<file path="config.mk">
export PLATFORM = sky130hd
export DESIGN_NAME = png565_cfg
export DESIGN_NICKNAME = d
export VERILOG_FILES = /design/src/hw/rtl/png565_pkg.sv /design/src/hw/rtl/png565_cfg.sv
export SDC_FILE = /design/constraint.sdc
export NUM_CORES = 1
export LEC_CHECK = 0
export ABC_AREA = 1
export BUFFER_PORTS_ARGS = -buffer_cell sky130_fd_sc_hd__clkbuf_2
export CAP_MARGIN = 20
export CORE_MARGIN = 2
export CORE_UTILIZATION = 30
export DETAILED_ROUTE_END_ITERATION = 8
export MAX_ROUTING_LAYER = met4
export PLACE_DENSITY_LB_ADDON = 0.05
export SYNTH_ARGS = -nofsm -noshare
export SYNTH_HDL_FRONTEND = slang
export SYNTH_SLANG_ARGS = --single-unit
</file>
<file path="constraint.sdc">
create_clock -name clk -period 0.8 [get_ports clk]
set_input_delay 0.04 -clock clk [delete_from_list [all_inputs] [get_ports clk]]
set_output_delay 0.04 -clock clk [all_outputs]
set_load 0.01 [all_outputs]
</file>
<file path="src/hw/rtl/png565_pkg.sv">
package png565_pkg;

  localparam int PALETTE_ENTRIES_DEF = 256;

  // pixel_format codes
  localparam logic [2:0] FMT_TRUECOLOR       = 3'd0;
  localparam logic [2:0] FMT_TRUECOLOR_ALPHA = 3'd1;
  localparam logic [2:0] FMT_GRAY            = 3'd2;
  localparam logic [2:0] FMT_GRAY_ALPHA      = 3'd3;
  localparam logic [2:0] FMT_INDEXED         = 3'd4;

  // configuration register indexes
  localparam logic [1:0] CFG_PIXEL_FORMAT   = 2'd0;
  localparam logic [1:0] CFG_BITS_PER_SAMPLE = 2'd1;
  localparam logic [1:0] CFG_PALETTE_ALPHA  = 2'd2;

  // accepted sample depths
  localparam logic [3:0] BPS_1 = 4'd1;
  localparam logic [3:0] BPS_2 = 4'd2;
  localparam logic [3:0] BPS_4 = 4'd4;
  localparam logic [3:0] BPS_8 = 4'd8;

  // transaction kinds
  localparam logic MODE_PIXEL   = 1'b0;
  localparam logic MODE_PALETTE = 1'b1;

  localparam logic [7:0] ALPHA_OPAQUE = 8'hFF;

  typedef struct packed {
    logic [2:0] pixel_format;
    logic [3:0] bits_per_sample;
    logic       palette_alpha_enable;
  } cfg_t;

  // Pick one sample out of a packed byte, most significant sample first.
  function automatic logic [7:0] unpack_sample(input logic [7:0] packed_byte,
                                               input logic [8:0] column,
                                               input logic [3:0] bps);
    logic [7:0] res;
    logic [2:0] pos1;
    logic [1:0] pos2;
    res  = packed_byte;
    pos1 = 3'd7 - column[2:0];
    pos2 = 2'd3 - column[1:0];
    case (bps)
      BPS_1:   res = {7'd0, packed_byte[pos1]};
      BPS_2:   res = {6'd0, packed_byte[{pos2, 1'b0} +: 2]};
      BPS_4:   res = {4'd0, (column[0] ? packed_byte[3:0] : packed_byte[7:4])};
      default: res = packed_byte;
    endcase
    return res;
  endfunction

  // v * 255 / (2^bps - 1) is plain bit replication
  function automatic logic [7:0] scale_gray(input logic [7:0] v, input logic [3:0] bps);
    logic [7:0] res;
    res = v;
    case (bps)
      BPS_1:   res = v[0] ? 8'hFF : 8'h00;
      BPS_2:   res = {v[1:0], v[1:0], v[1:0], v[1:0]};
      BPS_4:   res = {v[3:0], v[3:0]};
      default: res = v;
    endcase
    return res;
  endfunction

  function automatic logic [15:0] to565(input logic [7:0] r, input logic [7:0] g,
                                        input logic [7:0] b);
    return {r[7:3], g[7:2], b[7:3]};
  endfunction

endpackage

</file>
<file path="src/hw/rtl/png565_cfg.sv">
module png565_cfg
  import png565_pkg::*;
(
  input  logic       clk,
  input  logic       rst_n,
  input  logic       wr_en,
  input  logic [1:0] wr_index,
  input  logic [3:0] wr_data,
  output cfg_t       cfg
);

  cfg_t cfg_r;
  cfg_t cfg_nxt;

  always_comb begin
    cfg_nxt = cfg_r;
    if (wr_en) begin
      unique case (wr_index)
        CFG_PIXEL_FORMAT: cfg_nxt.pixel_format = wr_data[2:0];
        CFG_BITS_PER_SAMPLE: begin
          // unsupported depths leave the register alone
          if (wr_data == BPS_1 || wr_data == BPS_2 || wr_data == BPS_4 ||
              wr_data == BPS_8) begin
            cfg_nxt.bits_per_sample = wr_data;
          end
        end
        CFG_PALETTE_ALPHA: cfg_nxt.palette_alpha_enable = wr_data[0];
        default: cfg_nxt = cfg_r;
      endcase
    end
  end

  always_ff @(posedge clk) begin
    if (!rst_n) begin
      cfg_r.pixel_format         <= FMT_TRUECOLOR;
      cfg_r.bits_per_sample      <= BPS_8;
      cfg_r.palette_alpha_enable <= 1'b0;
    end else begin
      cfg_r <= cfg_nxt;
    end
  end

  assign cfg = cfg_r;

  a_bps_legal: assert property (@(posedge clk) disable iff (!rst_n)
    $onehot(cfg_r.bits_per_sample))
    else $error("bits_per_sample holds an unsupported depth");

endmodule

</file>
==> impl_metrics.tcl <==
set metrics [dict create \
    gr-usage-all-layers_pct 13.1 \
    p_seq_share_pct 47.9 \
    htreeDepth 1 \
    p_sw_w 0.000226 \
    powerDensity_mw_per_mm2 1600 \
    cp_num_buf_inv 1 \
    ctsRootBufferMaster "clkbuf_4" \
    slowest_delay_ns 0.33 \
    portBuffers 16 \
    yosysUniqueCellTypes 13 \
    wl_um 790 \
    io_pins 17 \
    grt_overflow 0 \
    antennaDiodeCount 0 \
    p_leak_nw 0.299 \
    path_cells "clkbuf_2" \
    grt_max_degree 9 \
    hpwl_um 647 \
    ant_nets 0 \
    fin_skew_ns 0 \
    min_path_type "primary input to register" \
    criticalPathCategory "register to output port" \
    report.final.hold_viol_count 0 \
    power.share.combinational_pct 18.4 \
    largest_reg_flops 8 \
    fmax_mhz 1330 \
    start_util_pct 31.5 \
    finalMaxSlewViolations 0 \
    start_kind "register" \
    cp.required_ns 0.76 \
    yosys.area.top_type "dfxtp_1" \
    yosys_warnings 0 \
    cts_sinks 8 \
    worstPathArrival_ns 0.71 \
    yosysTopAreaCellShare_pct 40.1 \
    vias 389 \
    placed_area_sq_um 528 \
    cap_violations 0 \
    crit_family "flip-flops" \
    post_cts_buffers 0 \
    synth_area_leaders "dfxtp_1 40%, nand2_1 11%, a21oi_1 8.8%" \
    slew_headroom_pct 83.4 \
    crit_fanout 2 \
    seq_area_frac_synth_pct 40.1 \
    clk_pin_slew_ns 0.05 \
    fin_ws_ns 0.0473 \
    synth_commonest_cells "12 x nand2_1, 8 x dfxtp_1, 7 x a21oi_1" \
    grt_pass1_wl_um 1270 \
    cts_tree "yes" \
    area_growth_syn_to_layout_pct 38.2 \
    first_global_vias 311 \
    ir_worst_vdd_v 0.000838 \
    post-route-period-util_pct 94.1 \
    synth-seq-cells 8 \
    ys_dominant_reg_cell "dfxtp_1" \
    finalCriticalPeriod_ns 0.753 \
    yosysMostFrequentCell "nand2_1" \
    synth.cell_area_sq_um 399 \
    clockBufferDepth 2 \
    status "finished, final reports clean" \
    avgRoutedWirePerCell_um 8.88 \
    fillers 140 \
    post_route_cells_drive_above_1_share_pct 40.5 \
    dieArea_sq_mm 0.00164 \
    cts-resized-gates 0 \
    vias_per_cell 4.37 \
    cp_slowest_cell "dfxtp_1" \
    gp_congestion 0.740 \
    tightestPinTransition_ns 0.249 \
    firstDrtPassIters 4 \
    syn_nets 60 \
    swShare_pct 25.6 \
    setup-violations-final 0 \
    netlist_instances 51 \
    syn_avg_cell_area_sq_um 7.83 \
    final_nets 85 \
    numCtsBuffers 3 \
    grt_setup_unrepaired "no" \
    place_ws_ns -0.0213 \
    rows 13 \
    core_area_sq_mm 0.00127 \
    clock_power_share_pct 33.7 \
    die_h_um 40.5 \
    ctsHoldBuffers 0 \
    drt_iter0_drc 5 \
    intPower_w 0.000659 \
    synth_edf_count 0 \
    clk_latency_ns 0.25 \
    drc_errors 0 \
    antenna_found_initial 0 \
    die_w_um 40.5 \
    crit_path_end_kind "output port" \
    fin_area_sq_um 552 \
    async_flop_share_pct 0 \
]
==> final cells by class <==
type	count	area, sq um	share of cell area, %
repair buffers	20	110	20.0
multi-input cells	39	224	40.6
clock buffers	3	22.5	4.08
flip-flops and latches	8	161	29.3
inverters	4	15.0	2.72
well taps	15	18.8	3.40
==> power groups by stage <==
stage	Combinational (W)	Sequential (W)	Clock, W
finish	0.000162	0.000424	0.000299
global route	0.000186	0.000425	0.000338
CTS	0.000165	0.000424	0.000311
detailed placement	0.000165	0.000432	0
global placement	0.000165	0.000432	0
floorplan	0.0000771	0.000440	0
==> placed cells by master (no fill, tap or decap) <==
| master | netlist | final |
|---|---|---|
| a21oi_1 | 7 | 7 |
| buf_4 | 0 | 4 |
| clkbuf_2 | 0 | 16 |
| clkbuf_4 | 0 | 3 |
| dfxtp_1 | 8 | 7 |
| dfxtp_2 | 0 | 1 |
| inv_1 | 3 | 3 |
| inv_2 | 1 | 1 |
| nand2_1 | 12 | 12 |
| nand2_2 | 1 | 1 |
| nand3_1 | 5 | 5 |
| nand3b_4 | 1 | 1 |
| nor2_1 | 6 | 6 |
| nor2_4 | 1 | 1 |
| nor2_8 | 1 | 1 |
| nor3b_4 | 1 | 1 |
| o21ai_0 | 4 | 4 |
==> per-layer routing <==
metal	vias up	share of wire, %	global-route usage, %
met5	-	0	-
met4	0	0	2.50
met3	0	10	10.0
met2	15	42	19.4
met1	157	47	13.9
li1	217	-	-
==> through the flow <==
step / setup TNS (ns) / util (%) / std cells / power [W] / hold slack, ns
CTS: 0 / 43.4 / 89 / 0.000900 / 0.0559
global placement: -0.0511 / 41.6 / 86 / 0.000596 / 0.319
finish: 0 / 43.5 / 89 / 0.000885 / 0.0616
floorplan: 0 / - / 51 / 0.000517 / 0.124
global route: 0 / 43.5 / 89 / 0.000949 / 0.0778
detailed placement: -0.0759 / 41.6 / 86 / 0.000597 / 0.317
==> cell families (layout without fill, tap and decap cells) <==
family / Yosys count / in the layout / synth area share [%]
buf+inv: 4 / 27 / 3.76
compound gates: 11 / 11 / 13.8
flops: 8 / 8 / 40.1
simple gates: 28 / 28 / 42.3
==> worst paths after layout <==
kind,start,to,slack [ns],cells past startpoint
hold / removal,rst_n,cfg[4],0.06,2
setup reg to reg,cfg[6],cfg[6],0.17,2
hold reg to reg,cfg[4],cfg[4],0.47,2
setup / recovery,cfg[4],cfg[4],0.05,1
Note: power is estimated with default switching activity, not from simulation.
